**config.mk**
```make
export PLATFORM = sky130hd
export DESIGN_NAME = bpi_lane
export DESIGN_NICKNAME = d
export VERILOG_FILES = /design/src/sv/bpi_pkg.sv /design/src/sv/bpi_lane.sv
export SDC_FILE = /design/constraint.sdc
export NUM_CORES = 1
export LEC_CHECK = 0
export BUFFER_PORTS_ARGS = -buffer_cell sky130_fd_sc_hd__buf_2
export CAP_MARGIN = 0
export CORE_MARGIN = 2
export CORE_UTILIZATION = 24
export CTS_CLUSTER_DIAMETER = 100
export CTS_CLUSTER_SIZE = 40
export DETAILED_ROUTE_END_ITERATION = 8
export PLACE_DENSITY = 0.42
export SETUP_SLACK_MARGIN = 0.4
export SLEW_MARGIN = 20
export SYNTH_ARGS = -nofsm -noshare
export SYNTH_HDL_FRONTEND = slang
export SYNTH_SLANG_ARGS = --single-unit
```
**constraint.sdc**
```tcl
create_clock -name clk -period 6.61 [get_ports clk]
set_clock_uncertainty 0.15 [all_clocks]
set_input_delay 0 -clock clk [delete_from_list [all_inputs] [get_ports clk]]
set_output_delay 0 -clock clk [all_outputs]
set_load 0.05 [all_outputs]
```
**src/sv/bpi_pkg.sv**
```systemverilog
// Shared constants and types for the bicubic patch interpolator.
package bpi_pkg;

  localparam int SAMPLE_BITS_DEF = 24;
  localparam int FRAC_BITS_DEF   = 16;
  localparam int NUM_TAPS        = 4;

  localparam logic [1:0] FIRST_ROW = 2'd0;
  localparam logic [1:0] LAST_ROW  = 2'd3;

  // Per-stage control that travels down the datapath next to the payload.
  typedef struct packed {
    logic       vld;
    logic [1:0] row;
  } ctl_t;

endpackage

```
**src/sv/bpi_lane.sv**
```systemverilog
// One multiply lane: weight times sample, registered.
module bpi_lane import bpi_pkg::*; #(
  parameter int SB = SAMPLE_BITS_DEF,
  parameter int WB = FRAC_BITS_DEF + 3
) (
  input  logic                    clk,
  input  logic                    en,
  input  logic signed [WB-1:0]    w_i,
  input  logic signed [SB-1:0]    s_i,
  output logic signed [SB+WB-1:0] prod_o
);

  logic signed [SB+WB-1:0] prod_c, prod_r;

  assign prod_c = w_i * s_i;

  always_ff @(posedge clk) begin
    if (en) begin
      prod_r <= prod_c;
    end
  end

  assign prod_o = prod_r;

endmodule

```
==> results.md <==
- DRT antenna net count: 0
- Syn Inst Count: 1826
- Worst Hold Class: in2reg
- Average cell area after synthesis: 9.688 um2
- Pre-CTS WS: -0.1982 ns
- Met2 Track Usage GR: 0.2616
- Detail Placement HPWL: 43850 um
- Largest cells by area after synthesis: fa_1 51%, inv_1 9.5%, ha_1 8.7%
- Pre-antenna DRT Iters: 5
- CP Capture Type: register
- CP peak stage delay: 0.60 ns
- FP Rows: 99
- Die W: 275.5 um
- CP Data Required Time: 6.53 ns
- Initial DRC Count: 388
- I/O pin count: 88
- Fin util: 0.2877
- Initial antenna violation count: 2
- Largest net degree at the start of global routing: 44
- Largest register FFs: 43
- Post-synthesis register bit count: 43
- Worst path slowest cell: fa_2
- Initial Utilization: 0.2425
- Slew headroom: 0.5288
- First-pass GRT wire length: 80900 um
- Minimum clock period: 6.021 ns
- Hold Startpoint: w_i[0]
- Clk sinks: 43
- Largest area contributor in the netlist: fa_1
- Net Count, Synth: 2448
- Total of max-cap violations: 0
- Critical-path maximum fanout: 8
- Die area: 0.07590 mm2
- DRT Wirelength: 49620 um
- Routing usage on met1: 0.1684
- Hold Path Sink: prod_o[0]$_DFFE_PP_
- Number of enable flip-flop cells after synthesis: 43
- Most used routing layer: met2
- CP dominant cell by count: fa_1
- P&R area growth vs syn: 18.64%
- Pins Over Slew Limit: 0
- Via Count: 12520
- CP Cell Sequence: buf_2 > buf_4 > buf_4 > and2_1 > fa_1 > inv_1 > fa_1 > fa_1 > inv_1 > fa_2 > fa_1 > fa_1 > ha_1 > ha_1 > nand3_1 > nor2_1 > a311o_2 > a221o_4 > a2111oi_4 > nor3b_2
- CP Class: in2reg
- Final period util: 0.9109
- Die Y: 275.5 um
- Ys flop type: edfxtp_1
- Synth async-reset ratio: 0
- Final setup margin: 0.5889 ns
- Setup-failing EPs final: 0
- Total Routing Usage GR: 0.1394
- GPL Wtd Cong: 0.8112
- Core footprint: 0.07296 mm2
- Largest delay contributor family on the critical path: adder cells
- Worst path bufs/invs: 5
- Yosys top cell area share: 0.5138
- WL per Instance: 16.72 um
- Clock root buffer: clkbuf_16
- Slew at the pin with the worst max-slew slack: 0.7068 ns
- Met3 usage: 0.01383
- CTS tree: yes
- PortBufs: 87
- WHS Path Cells: 2
- Share of cells above drive strength 1: 0.1604
- Worst setup SP type: input port
- Outcome: finished clean
- GR Overflow Total: 0
- Fin nets: 2629
- CP arrival: 5.94 ns
- Distinct cells, synth: 55
- Yosys warns: 0
- DRC violations left: 0
- Hold WS: 0.08036 ns
- Worst-path clk slew: 0.08 ns
- Sequential fraction of the synthesis area: 0.07299
- Post-Syn Area: 0.01769 mm2
- Max frequency: 166.1 MHz
- Number of CTS-inserted buffers: 5
- H-tree levels: 2
- Routed via count divided by cell count: 4.219
- RSZ-0062 raised after global routing: true
- Vias in the first global route: 14500
- Count of final hold-check violations: 0
- Maximum clock insertion buffer count: 2
==> synthesized netlist by cell type, types with 5 or more instances <==
library cell	number
a21oi_1	28
clkbuf_1	75
ha_1	123
nand3_1	6
a31oi_1	5
fa_1	454
nor2b_1	6
and3_1	7
nand2b_1	10
o21ai_0	13
and2_1	211
xor2_1	10
inv_1	449
nor2_1	36
a21o_1	16
xnor2_1	30
edfxtp_1	43
o21a_1	6
nand2_1	232
nor3_1	8
==> layout by cell type (no fill, tap or decap), types with 8 or more instances in the layout <==
cell      netlist  final
inv_1         449    443
fa_1          454    441
nand2_1       232    231
and2_1        211    206
buf_4           0    160
ha_1          123    113
buf_2           0     65
edfxtp_1       43     43
nor2_1         36     36
xnor2_1        30     29
a21oi_1        28     22
a21o_1         16     15
fa_2            0     13
buf_6           2     12
nand2b_1       10     10
o21ai_0        13     10
xor2_1         10     10
ha_4            0      9
buf_12          0      8
==> through the flow <==
| stage | std cells | setup TNS [ns] | area, um2 |
|---|---|---|---|
| after global routing | 2967 | 0 | 20990 |
| after global placement | 2932 | -0.4429 | 20130 |
| after detailed placement | 2932 | -0.6725 | 20130 |
| after CTS | 2959 | 0 | 20680 |
| after floorplan | 1826 | 0 | 17730 |
| final | 2968 | 0 | 20990 |
==> repair_timing <==
action,CTS,global route
hold buffers,0,0
resized for setup,63,49
pin swaps,33,28
setup endpoints to repair,10,13
endpoints found under the hold margin,0,0
gates cloned,0,2
buffers inserted,19,6
==> per-layer routing <==
metal / vias up / wire [um]
li1: 5703 / -
met3: 56 / 1320
met1: 6593 / 19950
met2: 171 / 27090
met4: 0 / 1257
met5: - / 0
==> layout make-up <==
| cell class | count | area, um2 |
|---|---|---|
| multi-input combinational | 1256 | 14720 |
| antenna | 1 | 2.502 |
| clock buffer | 5 | 125.1 |
| sequential | 43 | 1291 |
| tap | 959 | 1200 |
| clock inverter | 3 | 25.02 |
| inverter | 450 | 1695 |
| timing repair buffer | 251 | 1924 |
| fill | 7721 | 51970 |
==> kinds of logic (layout without fill, tap and decap cells) <==
| logic type | Yosys count | count (layout) | synth area share |
|---|---|---|---|
| DFF | 43 | 43 | 0.07299 |
| adders and majority gates | 577 | 577 | 0.6008 |
| xor gates and xnor gates | 40 | 40 | 0.01980 |
| AOI/OAI and AO/OA | 109 | 109 | 0.04399 |
| muxes | 2 | 2 | 0.001132 |
| and+or+nand+nor | 528 | 528 | 0.1487 |
| buffers and inverters | 527 | 709 | 0.1127 |
| other | 0 | 1 | 0 |
==> how the worst max path moves through the flow <==
stage	start	end	slack [ns]	depth (start not counted)
floorplan	s_i[13]	prod_o[42]$_DFFE_PP_	0.41	22
global placement	w_i[3]	prod_o[42]$_DFFE_PP_	-0.14	22
detailed placement	w_i[4]	prod_o[41]$_DFFE_PP_	-0.20	21
CTS	s_i[3]	prod_o[42]$_DFFE_PP_	0.39	20
global route	w_i[1]	prod_o[42]$_DFFE_PP_	0.37	22
finish	s_i[15]	prod_o[42]$_DFFE_PP_	0.59	20
Power is left out: the tool's default activity adds up to more than one toggle a clock period on the data nets, which glitch-free logic cannot reach.
