--- config.mk ---
export PLATFORM = sky130hd
export DESIGN_NAME = bpi_weights
export DESIGN_NICKNAME = d
export VERILOG_FILES = /design/src/sv/bpi_pkg.sv /design/src/sv/bpi_weights.sv
export SDC_FILE = /design/constraint.sdc
export NUM_CORES = 2
export LEC_CHECK = 0
export BUFFER_PORTS_ARGS = -buffer_cell sky130_fd_sc_hd__buf_4
export CAP_MARGIN = 20
export CORE_AREA = 2 2 333 335
export DETAILED_ROUTE_END_ITERATION = 7
export DIE_AREA = 0 0 335 337
export GPL_TIMING_DRIVEN = 0
export PLACE_DENSITY = 0.83
export SYNTH_ARGS = -nofsm -noshare
export SYNTH_HDL_FRONTEND = slang
export SYNTH_SLANG_ARGS = --single-unit
export TNS_END_PERCENT = 5
--- constraint.sdc ---
create_clock -name clk -period 7.8 [get_ports clk]
set_clock_uncertainty 0.15 [all_clocks]
set_input_delay 0.39 -clock clk [delete_from_list [all_inputs] [get_ports clk]]
set_output_delay 0.39 -clock clk [all_outputs]
set_load 0.02 [all_outputs]
--- src/sv/bpi_pkg.sv ---
// Shared constants and types for the bicubic patch interpolator.
package bpi_pkg;

  localparam int SAMPLE_BITS_DEF = 24;
  localparam int FRAC_BITS_DEF   = 16;
  localparam int NUM_TAPS        = 4;

  localparam logic [1:0] FIRST_ROW = 2'd0;
  localparam logic [1:0] LAST_ROW  = 2'd3;

  // Per-stage control that travels down the datapath next to the payload.
  typedef struct packed {
    logic       vld;
    logic [1:0] row;
  } ctl_t;

endpackage

--- src/sv/bpi_weights.sv ---
// Five-stage pipeline that turns a Q0.F fraction into four cubic Lagrange weights.
module bpi_weights import bpi_pkg::*; #(
  parameter int F  = FRAC_BITS_DEF,
  parameter int WB = FRAC_BITS_DEF + 3
) (
  input  logic                 clk,
  input  logic                 en,
  input  logic [F-1:0]         t_i,
  output logic signed [WB-1:0] w_o [NUM_TAPS]
);

  localparam int K = F + 5;
  localparam logic [F:0]     ONE_V   = (F+1)'(1) << F;
  localparam logic [F+1:0]   TWO_V   = (F+2)'(1) << (F + 1);
  localparam logic [2*F+1:0] THREE_V = (2*F+2)'(3) << F;
  localparam logic [2*F+2:0] RND_W0  = (2*F+3)'(1) << F;
  localparam logic [F+2:0]   RECIP   = (F+3)'((longint'(1) << K) / 6);
  localparam logic [F+1:0]   SIX_V   = (F+2)'(6);

  // Stage 1: a = t(1-t), b = (1+t)(1-t).
  logic [F:0]     u_c, s_c;
  logic [2*F+1:0] pa_c, pb_c;
  logic [F-1:0]   t1_r, a1_r;
  logic [F:0]     b1_r;

  assign u_c  = ONE_V - (F+1)'(t_i);
  assign s_c  = ONE_V + (F+1)'(t_i);
  assign pa_c = (2*F+2)'(t_i) * (2*F+2)'(u_c);
  assign pb_c = (2*F+2)'(s_c) * (2*F+2)'(u_c);

  always_ff @(posedge clk) begin
    if (en) begin
      t1_r <= t_i;
      a1_r <= pa_c[2*F-1:F];
      b1_r <= pb_c[2*F:F];
    end
  end

  // Stage 2: scaled numerators; the weight at zero needs only a shift.
  logic [F+1:0]   v2_c;
  logic [F:0]     s2_c;
  logic [2*F+1:0] xm_c, xp_c;
  logic [2*F+2:0] xw_c;
  logic [2*F+1:0] qm_c, qp_c;
  logic [2*F+2:0] w0_c;
  logic [F+1:0]   qm2_r, qp2_r, w02_r;

  assign v2_c = TWO_V - (F+2)'(t1_r);
  assign s2_c = ONE_V + (F+1)'(t1_r);
  assign xm_c = (2*F+2)'(a1_r) * (2*F+2)'(v2_c);
  assign xp_c = (2*F+2)'(a1_r) * (2*F+2)'(s2_c);
  assign xw_c = (2*F+3)'(b1_r) * (2*F+3)'(v2_c);
  assign qm_c = xm_c + THREE_V;
  assign qp_c = xp_c + THREE_V;
  assign w0_c = xw_c + RND_W0;

  always_ff @(posedge clk) begin
    if (en) begin
      qm2_r <= qm_c[2*F+1:F];
      qp2_r <= qp_c[2*F+1:F];
      w02_r <= w0_c[2*F+2:F+1];
    end
  end

  // Stage 3: quotient estimate by six through a reciprocal; it is low by at most one.
  logic [2*F+4:0] em_c, ep_c;
  logic [F-1:0]   em3_r, ep3_r;
  logic [F+1:0]   qm3_r, qp3_r, w03_r;

  assign em_c = (2*F+5)'(qm2_r) * (2*F+5)'(RECIP);
  assign ep_c = (2*F+5)'(qp2_r) * (2*F+5)'(RECIP);

  always_ff @(posedge clk) begin
    if (en) begin
      em3_r <= em_c[K+F-1:K];
      ep3_r <= ep_c[K+F-1:K];
      qm3_r <= qm2_r;
      qp3_r <= qp2_r;
      w03_r <= w02_r;
    end
  end

  // Stage 4: correct the estimate from the remainder.
  logic [F+1:0] rm_c, rp_c;
  logic [F-1:0] m4_r, p4_r;
  logic [F+1:0] w04_r;

  assign rm_c = qm3_r - {em3_r, 2'b00} - {1'b0, em3_r, 1'b0};
  assign rp_c = qp3_r - {ep3_r, 2'b00} - {1'b0, ep3_r, 1'b0};

  always_ff @(posedge clk) begin
    if (en) begin
      m4_r  <= em3_r + F'(rm_c >= SIX_V);
      p4_r  <= ep3_r + F'(rp_c >= SIX_V);
      w04_r <= w03_r;
    end
  end

  // Stage 5: the weight at +1 makes the four weights sum to one.
  logic signed [WB-1:0] sm_c, sp_c, sw0_c;
  logic signed [WB-1:0] w_r [NUM_TAPS];

  assign sm_c  = WB'(m4_r);
  assign sp_c  = WB'(p4_r);
  assign sw0_c = WB'(w04_r);

  always_ff @(posedge clk) begin
    if (en) begin
      w_r[0] <= -sm_c;
      w_r[1] <= sw0_c;
      w_r[2] <= WB'(ONE_V) + sm_c + sp_c - sw0_c;
      w_r[3] <= -sp_c;
    end
  end

  assign w_o = w_r;

endmodule

==> impl_metrics.tcl <==
set metrics [dict create \
    maxCapViolCount 0 \
    max_slew_margin 0.253 \
    crit_slowest_cell "fa_1" \
    hold_class "in -> reg" \
    io_pins 94 \
    start_util 0.594 \
    die_h_um 337 \
    gp_congestion 1.05 \
    grt_pass1_wl_um 280000 \
    postLayoutCellArea_mm2 0.0709 \
    io_buffers 92 \
    holdPathStages 1 \
    drive_gt1_frac 0.0685 \
    startpoint_type "register" \
    synthCells 6595 \
    grt_max_degree 133 \
    num_rows 122 \
    drc_errors 0 \
    ant_nets 0 \
    final_common_cell "inv_1" \
    drtPass1Iterations 7 \
    ys_warn_count 0 \
    cts_buffer_depth 3 \
    cts_tree "built" \
    ys.flop_type "edfxtp_1" \
    crit_path_max_fanout 10 \
    yosys.cell_types.count 72 \
    seq_area_frac_synth 0.145 \
    routedWlPerCell_um 21.7 \
    synth_seq_cells 314 \
    rr_worst_depth 28 \
    cp_data_required_time_ns 7.97 \
    slew_violations 0 \
    max_freq_mhz 120 \
    placed_cell_area_mm2 0.0677 \
    synth-edff-count 314 \
    tightestPinTransition_ns 1.12 \
    fin_nets 8979 \
    grt-ovfl-total 0 \
    crit_path_end_kind "register" \
    violations "setup timing" \
    async_flop_share 0 \
    finalHoldViolCount 0 \
    max_stage_delay_ns 0.58 \
    hpwl_um 147000 \
    synth.avg_cell_area_um2 9.87 \
    drt_iter0_markers 3548 \
    htree_levels 2 \
    critPathBufInv 5 \
    cp.depth 28 \
    dieArea_mm2 0.113 \
    path_class "reg -> reg" \
    crit_top_cell "fa_1" \
    fill_cells 8404 \
    grtUsageTotal 0.327 \
    status "finished with violations" \
    critPathArrivalTime_ns 8.48 \
    first_global_vias 50700 \
    dieWidth_um 335 \
    root_buffer "clkbuf_16" \
    grt_setup_unrepaired "true" \
    fp.coreArea_mm2 0.110 \
    cts_made_buffers 38 \
    via_count 46600 \
    clk_latency_ns 0.59 \
    areaGrowthSynthToFinish_pct 9.00 \
    final_cell_mix "inv_1, fa_1, ha_1" \
    cpLargestDelayFamily "adder cells" \
    clock_sink_count 314 \
    finalWorstSetupSlack_ns -0.515 \
    synthesis.area_mm2 0.0651 \
    wl_um 180000 \
    setup_violations 36 \
    via_per_inst 5.62 \
    final.min_clock_period_ns 8.31 \
    grt_antenna_before_repair 3 \
    finalCritPeriodShare 1.07 \
    path_clk_slew_ns 0.06 \
]
[synth_stat cells, types with 3 or more instances]
library cell	instances	area [µm²]
a2111oi_0	8	70.1
a211o_1	3	26.3
a211oi_1	14	105
a21boi_0	10	75.1
a21o_1	43	323
a21oi_1	116	581
a221o_1	3	30.0
a31oi_1	16	100
a41oi_1	4	35.0
and2_1	372	2330
and3_1	30	188
and4_1	5	43.8
buf_1	3	11.3
clkbuf_1	189	709
edfxtp_1	314	9430
fa_1	1264	25300
ha_1	861	10800
inv_1	1831	6870
mux2i_1	4	40.0
nand2_1	632	2370
nand2b_1	87	544
nand3_1	48	240
nand4_1	22	138
nand4b_1	3	26.3
nor2_1	148	556
nor2b_1	69	432
nor3_1	49	245
nor3b_1	3	22.5
nor4_1	16	100
o2111ai_1	3	26.3
o211a_1	3	30.0
o211ai_1	12	90.1
o21a_1	25	188
o21ai_0	66	330
o21ai_1	7	35.0
o21bai_1	12	90.1
o221ai_1	5	43.8
o31ai_1	6	45.0
o41ai_1	6	52.6
or2_2	4	25.0
or3_1	16	100
or4_1	7	52.6
xnor2_1	164	1440
xor2_1	52	455
[what timing repair did]
action | CTS | global route
setup buffers | 48 | 40
endpoints found under the setup margin | 83 | 63
resized for setup | 217 | 151
pin swaps | 69 | 63
hold endpoints to repair | 13 | 0
gates cloned | 0 | 0
hold buffers | 13 | 0
[metal layers]
layer	global-route usage	share of wire
met3	0.0573	0.088
met5	0	0
met1	0.393	0.36
met2	0.556	0.48
met4	0.189	0.073
[path summary, 6_finish.rpt]
path                   from        end  slack [ns]
setup / recovery    t1_r[3]  qm2_r[17]       -0.51
hold / removal       t_i[9]    t1_r[9]        0.05
hold reg to reg   w02_r[16]  w03_r[16]        0.27
setup reg to reg    t1_r[3]  qm2_r[17]       -0.51
[worst register-to-register path, delay by kind of cell, from the launching register on]
| kind | cells | cell delay (ns) |
|---|---|---|
| xor+xnor | 2 | 0.41 |
| buf+inv | 5 | 0.56 |
| fa+ha+maj | 7 | 3.50 |
| compound gates | 5 | 0.94 |
| flops | 1 | 0.47 |
| simple gates | 9 | 2.02 |
[cell type report]
type	count	area, µm²	share of cell area
tap	1426	1780	0.0252
antenna	3	7.51	0.000106
multi-input combinational	4276	49000	0.691
inverter	1834	6890	0.0971
clock buffer	44	973	0.0137
timing repair buffer	192	1590	0.0224
buffer	180	1040	0.0146
sequential	314	9430	0.133
clock inverter	25	235	0.00332
[through the flow]
stage | hold WS, ns | util | setup WS, ns | instances | TNS [ns]
2_1_floorplan | 0.250 | - | -0.0346 | 6617 | -0.0630
3_3_place_gp | 0.252 | 0.618 | -2.08 | 8135 | -98.62
3_5_place_dp | 0.255 | 0.618 | -2.11 | 8137 | -104.52
4_1_cts | 0.0151 | 0.641 | -0.410 | 8258 | -5.73
5_1_grt | 0.0362 | 0.647 | -0.616 | 8291 | -15.13
6_report | 0.0543 | 0.647 | -0.515 | 8294 | -8.71
[cells by family after synthesis]
group	count (synthesis)	synth area share
buffers and inverters	2027	0.117
other	2	0.000115
XOR/XNOR	216	0.0291
adder cells (fa/ha/maj)	2125	0.554
AO/OA/AOI/OAI	385	0.0385
AND/OR/NAND/NOR	1520	0.115
flip-flops	314	0.145
multiplexers	6	0.000961
[registers in the layout, summed over array words and instances (netlist names)]
register,cells
a1_r,16
qm2_r,18
qm3_r,18
w04_r,18
qp2_r,18
p4_r,16
t1_r,16
m4_r,16
qp3_r,18
ep3_r,16
em3_r,16
w02_r,18
w03_r,18
w_o,75
b1_r,17
Power is left out: the tool's default activity adds up to more than one toggle a clock period on the data nets, which glitch-free logic cannot reach.
