--- src/sv/bpi_pkg.sv ---
// Shared constants and types for the bicubic patch interpolator.
package bpi_pkg;

  localparam int SAMPLE_BITS_DEF = 24;
  localparam int FRAC_BITS_DEF   = 16;
  localparam int NUM_TAPS        = 4;

  localparam logic [1:0] FIRST_ROW = 2'd0;
  localparam logic [1:0] LAST_ROW  = 2'd3;

  // Per-stage control that travels down the datapath next to the payload.
  typedef struct packed {
    logic       vld;
    logic [1:0] row;
  } ctl_t;

endpackage

--- src/sv/bpi_merge.sv ---
// Adds the four lane products and rounds the row result back to sample scale.
module bpi_merge import bpi_pkg::*; #(
  parameter int F  = FRAC_BITS_DEF,
  parameter int PW = SAMPLE_BITS_DEF + FRAC_BITS_DEF + 3
) (
  input  logic                    clk,
  input  logic                    en,
  input  logic signed [PW-1:0]    prod_i [NUM_TAPS],
  output logic signed [PW+1-F:0]  row_o
);

  localparam int SW = PW + 2;
  localparam logic signed [SW-1:0] HALF_V = SW'(longint'(1) << (F - 1));

  logic signed [SW-1:0]   sum_c, rnd_c;
  logic signed [SW-F-1:0] row_r;

  assign sum_c = SW'(prod_i[0]) + SW'(prod_i[1]) + SW'(prod_i[2]) + SW'(prod_i[3]);
  assign rnd_c = sum_c + HALF_V;

  // With half added first, dropping the low bits rounds to nearest, ties upward.
  always_ff @(posedge clk) begin
    if (en) begin
      row_r <= rnd_c[SW-1:F];
    end
  end

  assign row_o = row_r;

endmodule

--- config.mk ---
export PLATFORM = sky130hd
export DESIGN_NAME = bpi_merge
export DESIGN_NICKNAME = d
export VERILOG_FILES = /design/src/sv/bpi_pkg.sv /design/src/sv/bpi_merge.sv
export SDC_FILE = /design/constraint.sdc
export NUM_CORES = 1
export LEC_CHECK = 0
export BUFFER_PORTS_ARGS = -buffer_cell sky130_fd_sc_hd__buf_2
export CAP_MARGIN = 0
export CELL_PAD_IN_SITES_DETAIL_PLACEMENT = 1
export CELL_PAD_IN_SITES_GLOBAL_PLACEMENT = 2
export CORE_ASPECT_RATIO = 2
export CORE_MARGIN = 2
export CORE_UTILIZATION = 28
export CTS_BUF_LIST = sky130_fd_sc_hd__clkbuf_4
export DETAILED_ROUTE_END_ITERATION = 16
export PLACE_DENSITY = 0.75
export SKIP_CTS_REPAIR_TIMING = 1
export SYNTH_ARGS = -nofsm -noshare
export SYNTH_HDL_FRONTEND = slang
export SYNTH_SLANG_ARGS = --single-unit
--- constraint.sdc ---
create_clock -name clk -period 3.4 [get_ports clk]
set_input_delay 0.17 -clock clk [delete_from_list [all_inputs] [get_ports clk]]
set_output_delay 0.17 -clock clk [all_outputs]
set_load 0.05 [all_outputs]
==> results of run 1 <==
[metrics by stage]
step	util (%)	setup WS, ns	instance area (sq um)
5_1_grt	42.0	-0.131	8980
3_3_place_gp	38.5	-0.577	8240
6_report	42.0	-0.0663	8980
4_1_cts	38.9	-0.215	8310
3_5_place_dp	38.5	-0.606	8240
2_1_floorplan	-	-0.269	6250
[cells in the final DEF (no fill, tap or decap), types with 13 or more instances in the layout]
cell,Yosys,routed
nand2_1,33,32
edfxtp_1,29,29
o21ai_0,20,13
a21o_1,16,16
ha_1,83,40
fa_1,86,80
a21oi_1,40,27
ha_4,0,41
a21oi_2,3,14
inv_1,190,169
inv_2,0,16
buf_2,3,195
buf_4,1,96
xnor2_1,15,15
nor2_1,19,18
[synth_stat cells, types with 3 or more instances]
library cell  number
clkbuf_1           3
buf_2              3
xor2_1            12
nand2b_1           4
o211ai_1           3
o21ai_2            3
fa_1              86
o21bai_1           4
o21a_1             5
o21ai_0           20
edfxtp_1          29
xnor2_1           15
nor3_1             3
nand2_1           33
a21oi_1           40
nand3_1            5
nor2_1            19
a31oi_1            3
and3_1             6
a21boi_0           3
inv_1            190
and2_1             6
a21o_1            16
a21oi_2            3
ha_1              83
nand4_1           12
[where the power goes]
group / total (mW) / switching (mW) / internal, mW
sequential: 0.753 / 0.0425 / 0.710
clock: 0.300 / 0.139 / 0.161
combinational: 5.60 / 3.08 / 2.52
total: 6.65 / 3.26 / 3.39
[cell type report]
class	instances	area [sq um]	area share [%]
Antenna cell	2	5.00	0.0558
Clock buffer	6	45.0	0.502
Clock inverter	2	33.8	0.376
Inverter	190	741	8.25
Multi-Input combinational cell	421	5150	57.4
Sequential cell	29	871	9.70
Tap cell	273	342	3.81
Timing Repair Buffer	299	1790	19.9
[per-layer routing]
| metal | wire (microns) | global-route usage (%) | part of all wire, % |
|---|---|---|---|
| met5 | 0 | 0 | 0 |
| met4 | 658 | 6.19 | 3.5 |
| met3 | 574 | 1.66 | 3.1 |
| met2 | 12200 | 37.0 | 65 |
| met1 | 5210 | 12.7 | 28 |
[final timing paths]
check / from / endpoint / slack, ns / cells after the start
hold / removal: en / row_o[0] / 0.41 / 1
setup / recovery: prod_i[18] / row_o[27] / -0.07 / 15
[cell families (layout without fill, tap and decap cells)]
family / after synthesis / after routing / share of synthesized area (%)
buffers and inverters: 199 / 497 / 12.6
adders and majority gates: 169 / 169 / 45.6
other: 0 / 2 / 0
AOI/OAI and AO/OA: 124 / 124 / 14.8
muxes: 1 / 1 / 0.186
xor gates and xnor gates: 27 / 27 / 3.90
DFF: 29 / 29 / 14.4
and+or+nand+nor: 100 / 100 / 8.57
[worst max-delay path, delay by kind of cell]
family                     cells  cell delay [ns]
and+or+nand+nor                1             0.17
AOI/OAI and AO/OA              7             1.48
adders and majority gates      4             1.59
buffers and inverters          3             0.16
==> results.json, run 1 <==
{
  "cts.sinks": 29,
  "die_w_microns": 108,
  "yosysSeqAreaShare_pct": 14.4,
  "cp.arrival_ns": 3.57,
  "synth_edf_count": 29,
  "max_slew_margin_pct": 51.6,
  "synthesis.area_sq_um": 6060,
  "slew_violations": 0,
  "place_inst": 1208,
  "startpoint_type": "primary input",
  "fill_cells": 2523,
  "coreArea_sq_um": 21400,
  "vias_per_cell": 4.56,
  "die_area_sq_um": 22900,
  "portBuffers": 202,
  "synth.distinct_cells": 61,
  "hpwlAfterDp_microns": 16800,
  "synth.area.top_cells": "fa_1 (28%), ha_1 (17%), edfxtp_1 (14%), inv_1 (12%), a21oi_1 (3.3%)",
  "synth_top_area_share_pct": 28.4,
  "fin_setup_tns_ns": -0.0673,
  "die_h_microns": 212,
  "cts_tree": "done",
  "finalHoldWorstSlack_ns": 0.407,
  "fp-row-count": 76,
  "period_share_pct": 102,
  "drtIter0Drc": 107,
  "finalPower_mw": 6.65,
  "overflow": 0,
  "postSynth.asyncResetShare_pct": 0,
  "antenna_found_initial": 2,
  "finalWeightedCongestion": 0.875,
  "synth_fp_nets": 992,
  "setup_viol": 2,
  "yosys_warnings": 0,
  "grt_max_degree": 30,
  "leakagePower_nw": 4.59,
  "maxCapViolCount": 0,
  "path_clk_slew_ns": 0.12,
  "wl_per_cell_microns": 15.2,
  "worstPathRequired_ns": 3.51,
  "crit_type": "primary input to register",
  "nets": 1289,
  "area_growth_pct": 48.2,
  "drc": 0,
  "drt-total-wl_microns": 18600,
  "ant_nets": 0,
  "period_needed_ns": 3.47,
  "status": "complete, but fails checks",
  "holdCritPathClass": "primary input to register",
  "vdd_drop_max_uv": 412,
  "synthCells": 649,
  "final_cells": 1222,
  "root_buffer": "clkbuf_4",
  "finalHoldViolCount": 0,
  "synth.avg_cell_area_sq_um": 9.33,
  "synth-seq-cells": 29,
  "grt_use_total_pct": 16.2,
  "cts.htree.levels": 2,
  "rsz0062_at_grt": "true",
  "crit_path_cell_trace": "buf_8 -> inv_8 -> fa_1 -> inv_2 -> fa_1 -> ha_4 -> ha_4 -> a21oi_4 -> o21ai_2 -> a31o_1 -> a221o_1 -> a311oi_4 -> o21ai_2 -> and3_1 -> a311o_1",
  "grt_pass1_vias": 6391,
  "fmax_mhz": 288,
  "cts_max_path_buffers": 2,
  "crit_path_max_incr_delay_ns": 0.56,
  "num_vias": 5574,
  "grt_first_pass_wirelength_microns": 28900,
  "drive_above_1_share_pct": 45.2,
  "boundaryPins": 203,
  "setup_slack_ns": -0.0663,
  "critical_path.endpoint_type": "register",
  "drt_pass1_iterations": 4,
  "crit_fanout": 5,
  "p_per_area_nw_per_um2": 741,
  "numCtsBuffers": 5,
  "crit_slowest_cell": "fa_1",
  "violations": "setup timing",
  "ys.flop_type": "edfxtp_1",
  "tightest_slew_ns": 0.726,
  "synth_top_area_cell": "fa_1",
  "start_util_pct": 28.3,
  "largest_reg_flops": 29
}
Power figures use the tool's default switching activity.
==> inputs of run 2 (changes only) <==
CELL_PAD_IN_SITES_DETAIL_PLACEMENT = default   (was 1)
CELL_PAD_IN_SITES_GLOBAL_PLACEMENT = default   (was 2)
CORE_UTILIZATION = 40   (was 28)
PLACE_DENSITY = 0.64   (was 0.75)
==> run 2 against run 1 <==
The run still ends with setup timing left. Clock power fell by 34%. Sequential power barely moved. Total power fell by 4.1%. Die area fell by 29%. Critical path depth fell by 1. Non-clock buffer count fell by 1. Cell area fell by 2.3%. Critical path type unchanged. Largest cell class unchanged. Highest routed layer unchanged.
==> results.json, run 2 (synthesized netlist as in run 1, its figures left out) <==
{
  "status": "complete, but fails checks",
  "violations": "setup timing",
  "fp-row-count": 63,
  "drt-total-wl_microns": 15400,
  "fin_setup_tns_ns": -0.244,
  "place_inst": 1123,
  "grt_pass1_vias": 5992,
  "setup_slack_ns": -0.125,
  "die_h_microns": 178,
  "final_cells": 1140,
  "boundaryPins": 203,
  "slew_violations": 0,
  "max_slew_margin_pct": 55.9,
  "grt_use_total_pct": 18.7,
  "hpwlAfterDp_microns": 13700,
  "maxCapViolCount": 0,
  "fmax_mhz": 284,
  "finalHoldViolCount": 0,
  "cts.htree.levels": 2,
  "vdd_drop_max_uv": 231,
  "drc": 0,
  "setup_viol": 7,
  "tightest_slew_ns": 0.662,
  "drive_above_1_share_pct": 43.6,
  "crit_path_max_incr_delay_ns": 0.53,
  "final_cell_mix": "buf_2 (197), inv_1 (175), buf_4 (94)",
  "coreArea_sq_um": 14800,
  "die_area_sq_um": 16200,
  "numCtsBuffers": 5,
  "ant_nets": 0,
  "area_growth_pct": 44.7,
  "period_needed_ns": 3.52,
  "cts.sinks": 29,
  "leakagePower_nw": 4.58,
  "worstPathRequired_ns": 3.47,
  "cts_tree": "done",
  "largest_reg_flops": 29,
  "portBuffers": 202,
  "vias_per_cell": 4.82,
  "grt_max_degree": 30,
  "drt_pass1_iterations": 4,
  "nets": 1288,
  "startpoint_type": "primary input",
  "die_w_microns": 91.0,
  "antenna_found_initial": 0,
  "period_share_pct": 104,
  "critical_path.endpoint_type": "register",
  "path_clk_slew_ns": 0.10,
  "rsz0062_at_grt": "true",
  "overflow": 0,
  "crit_type": "primary input to register",
  "antenna_cells": 0,
  "crit_fanout": 3,
  "start_util_pct": 40.9,
  "num_vias": 5491,
  "root_buffer": "clkbuf_4",
  "grt_first_pass_wirelength_microns": 24700,
  "mostFrequentLayoutCell": "buf_2",
  "p_per_area_nw_per_um2": 728,
  "drtIter0Drc": 101,
  "cp.arrival_ns": 3.60,
  "wl_per_cell_microns": 13.5,
  "finalWeightedCongestion": 0.884,
  "cts_max_path_buffers": 2,
  "crit_path_cell_trace": "buf_2 -> inv_1 -> fa_1 -> inv_1 -> fa_1 -> ha_1 -> ha_1 -> a21oi_2 -> o21ai_1 -> a221o_1 -> a311oi_4 -> o21ai_2 -> and3_1 -> a311o_1",
  "holdCritPathClass": "primary input to register",
  "crit_slowest_cell": "fa_1"
}
-- run 2: cell types whose count changed in the layout (fill, tap and decap cells not counted), moves of 2 or more --
cell,change
a21oi_1,+2
a21oi_2,-4
a21oi_4,+2
buf_2,+2
buf_4,-2
buf_6,-2
diode_2,-2
fa_1,+3
fa_2,-3
ha_1,+6
ha_4,-6
inv_1,+6
inv_2,-7
nor2_1,-2
-- run 2: area by class of cell --
type	instances	area, sq um
Tap cell	195	244
Sequential cell	29	871
Timing Repair Buffer	298	1780
Clock inverter	1	3.75
Clock buffer	6	45.0
Fill cell	1359	6050
Inverter	190	743
Multi-Input combinational cell	421	5080
-- run 2: metal layers --
metal  GRT usage [%]  vias up  part of all wire, %
li1                -     2689                    -
met1            16.1     2606                   31
met2            41.7      160                   62
met3            1.61       36                  3.6
met4            6.63        0                  3.8
met5               0        -                    0
-- run 2: per-stage QoR --
step | instance area [sq um] | hold slack (ns) | power, mW | setup WS (ns) | utilization (%)
global placement | 8090 | 0.711 | 5.54 | -0.610 | 54.6
finish | 8770 | 0.418 | 6.38 | -0.125 | 59.2
floorplan | 6250 | 0.282 | 3.98 | -0.269 | -
global route | 8770 | 0.448 | 6.90 | -0.220 | 59.2
CTS | 8130 | 0.417 | 5.81 | -0.348 | 54.9
detailed placement | 8090 | 0.710 | 5.58 | -0.645 | 54.6
-- run 2: report_power, final --
group / total, mW / leakage [nW] / switching (mW) / internal (mW)
logic: 5.43 / 4.26 / 2.97 / 2.46
clock network: 0.198 / 0.0292 / 0.115 / 0.0829
registers: 0.753 / 0.284 / 0.0424 / 0.710
total: 6.38 / 4.58 / 3.13 / 3.26
-- run 2: path summary, 6_finish.rpt --
check | start | end | slack [ns] | depth (start not counted)
setup / recovery | prod_i[20] | row_o[27] | -0.12 | 14
hold / removal | en | row_o[13] | 0.42 | 1
-- run 2: worst max-delay path: cells and delay by family --
family          cells  cell delay [ns]
compound gates      6             1.45
buf+inv             3             0.16
simple gates        1             0.19
fa+ha+maj           4             1.62
==> inputs of run 3 (changes only) <==
ABC_AREA = 1   (was default)
CAP_MARGIN = default   (was 0)
CORE_UTILIZATION = 25   (was 40)
PLACE_DENSITY = 0.42   (was 0.64)
==> run 3 against run 2 <==
The flow now finishes without violations. Worst setup slack improved by 0.28 ns. Via count increased by 17%. Fmax increased by 8.7%. Sequential share of layout area decreased by 0.076 points. Critical path type unchanged.
==> results.json, run 3 <==
{
  "status": "completed",
  "synth.distinct_cells": 30,
  "slew_violations": 0,
  "drive_above_1_share_pct": 26.8,
  "nets": 1537,
  "drc": 0,
  "fmax_mhz": 308,
  "tightest_slew_ns": 0.738,
  "synth_top_area_share_pct": 25.8,
  "grt_use_total_pct": 15.4,
  "setup_viol": 0,
  "synth-seq-cells": 29,
  "period_needed_ns": 3.24,
  "cts_tree": "done",
  "vdd_drop_max_uv": 178,
  "area_growth_pct": 32.4,
  "ant_nets": 0,
  "crit_fanout": 4,
  "die_h_microns": 235,
  "fill_cells": 2964,
  "placed_area_sq_um": 8750,
  "synth_edf_count": 29,
  "synthAdderAreaFrac_pct": 41.4,
  "root_buffer": "clkbuf_4",
  "synth_simple_gate_area_share_pct": 20.4,
  "die_w_microns": 120,
  "yosys_warnings": 0,
  "mostFrequentLayoutCell": "inv_1",
  "ys.flop_type": "edfxtp_1",
  "critical_path.endpoint_type": "register",
  "drt-total-wl_microns": 20900,
  "setup_slack_ns": 0.158,
  "p_per_area_nw_per_um2": 692,
  "synth_common_cells": "inv_1 (251), nand2_1 (196), fa_1 (86), ha_1 (83), nor2_1 (64)",
  "coreArea_sq_um": 26300,
  "cp.arrival_ns": 3.37,
  "drt_pass1_iterations": 4,
  "synthesis.area_sq_um": 6670,
  "period_share_pct": 95.3,
  "synth_top_family_by_area": "adder cells",
  "portBuffers": 202,
  "final_area_sq_um": 8830,
  "grt_first_pass_wirelength_microns": 33900,
  "leakagePower_nw": 5.12,
  "startpoint_type": "primary input",
  "drtIter0Drc": 123,
  "synthCells": 901,
  "worstPathRequired_ns": 3.53,
  "crit_type": "primary input to register",
  "vias_per_cell": 4.16,
  "synth_top_area_cell": "fa_1",
  "synth_compound_area_share_pct": 8.74,
  "num_vias": 6401,
  "fin_setup_tns_ns": 0,
  "maxCapViolCount": 0,
  "yosysSeqAreaShare_pct": 13.0,
  "boundaryPins": 203,
  "largest_reg_flops": 29,
  "yosysMostFrequentCell": "inv_1",
  "holdCritPathClass": "primary input to register",
  "start_util_pct": 25.4,
  "die_area_sq_um": 28100,
  "yosys-mux-area-fraction_pct": 0,
  "final_cell_mix": "inv_1 (251), buf_2 (202), nand2_1 (196)",
  "overflow": 0,
  "grt_pass1_vias": 7159,
  "path_clk_slew_ns": 0.11,
  "fin_util_pct": 33.6,
  "synth_xor_area_share_pct": 1.97,
  "cts.htree.levels": 2,
  "numCtsBuffers": 5,
  "rsz0062_at_grt": "false",
  "max_slew_margin_pct": 50.8,
  "wl_per_cell_microns": 13.6,
  "antenna_found_initial": 1,
  "cts_max_path_buffers": 2,
  "grt_max_degree": 30,
  "synth_fp_nets": 1244,
  "finalWeightedCongestion": 0.832,
  "postSynth.asyncResetShare_pct": 0,
  "cts.sinks": 29,
  "synth.area.top_cells": "fa_1 (26%), ha_1 (16%), inv_1 (14%), edfxtp_1 (13%), nand2_1 (11%)",
  "finalHoldWorstSlack_ns": 0.385,
  "finalHoldViolCount": 0,
  "synth.avg_cell_area_sq_um": 7.41,
  "hpwlAfterDp_microns": 19400,
  "pre_cts_slack_ns": -0.320,
  "fp-row-count": 84
}
[run 3: changes by cell type after synthesis, moves of 7 or more]
cell     before  now
o21ai_0      20   30
nor2_2        0    7
nand2_2       0    7
inv_1       190  251
a21oi_1      40   55
a21o_1       16    6
xnor2_1      15    3
nand3_1       5   30
nor2_1       19   64
nand2_1      33  196
[run 3: critical path: stages]
cell     delay [ns]
buf_2          0.08
inv_1          0.05
fa_1           0.53
inv_1          0.05
fa_1           0.46
ha_1           0.31
ha_1           0.40
nand2_2        0.11
buf_4          0.15
o21ai_0        0.24
a21oi_1        0.16
o21ai_0        0.42
nor2_1         0.11
nand3_1        0.09
nand2_1        0.05
[run 3: final cells by class]
class                           count  area, sq um  share of cell area (%)
Multi-Input combinational cell    615         4840                    54.8
Timing Repair Buffer              286         1640                    18.6
Inverter                          257          965                    10.9
Sequential cell                    29          871                    9.86
Tap cell                          344          430                    4.87
Clock inverter                      3         41.3                   0.467
Clock buffer                        5         37.5                   0.425
Antenna cell                        1         2.50                  0.0283
[run 3: metrics by stage]
step	cells	power, mW
after floorplan	901	3.85
after global placement	1531	5.90
after detailed placement	1531	5.90
after CTS	1539	6.24
after global routing	1540	6.77
final	1540	6.11
[run 3: logic make-up (layout without fill, tap and decap cells)]
family | count (synthesis) | count (layout)
AND/OR/NAND/NOR | 324 | 324
buffers and inverters | 257 | 551
adder cells (fa/ha/maj) | 169 | 169
AO/OA/AOI/OAI | 107 | 107
flip-flops | 29 | 29
XOR/XNOR | 15 | 15
other | 0 | 1
[run 3: final timing paths]
kind,startpoint,to,slack [ns],depth (start not counted)
setup / recovery,prod_i[25],row_o[23],0.16,15
hold / removal,prod_i[129],row_o[19],0.38,6
[run 3: metal layers]
layer  part of all wire, %  global-route usage [%]
met1                    32                    13.4
met2                    64                    35.2
met3                   2.3                   0.752
met4                   1.9                    3.96
met5                     0                       0
[run 3: power by group]
part | switching (mW) | leakage, nW | total (mW) | internal, mW
combinational | 3.12 | 4.80 | 5.03 | 1.90
sequential | 0.0662 | 0.283 | 0.766 | 0.700
clock | 0.168 | 0.0389 | 0.320 | 0.152
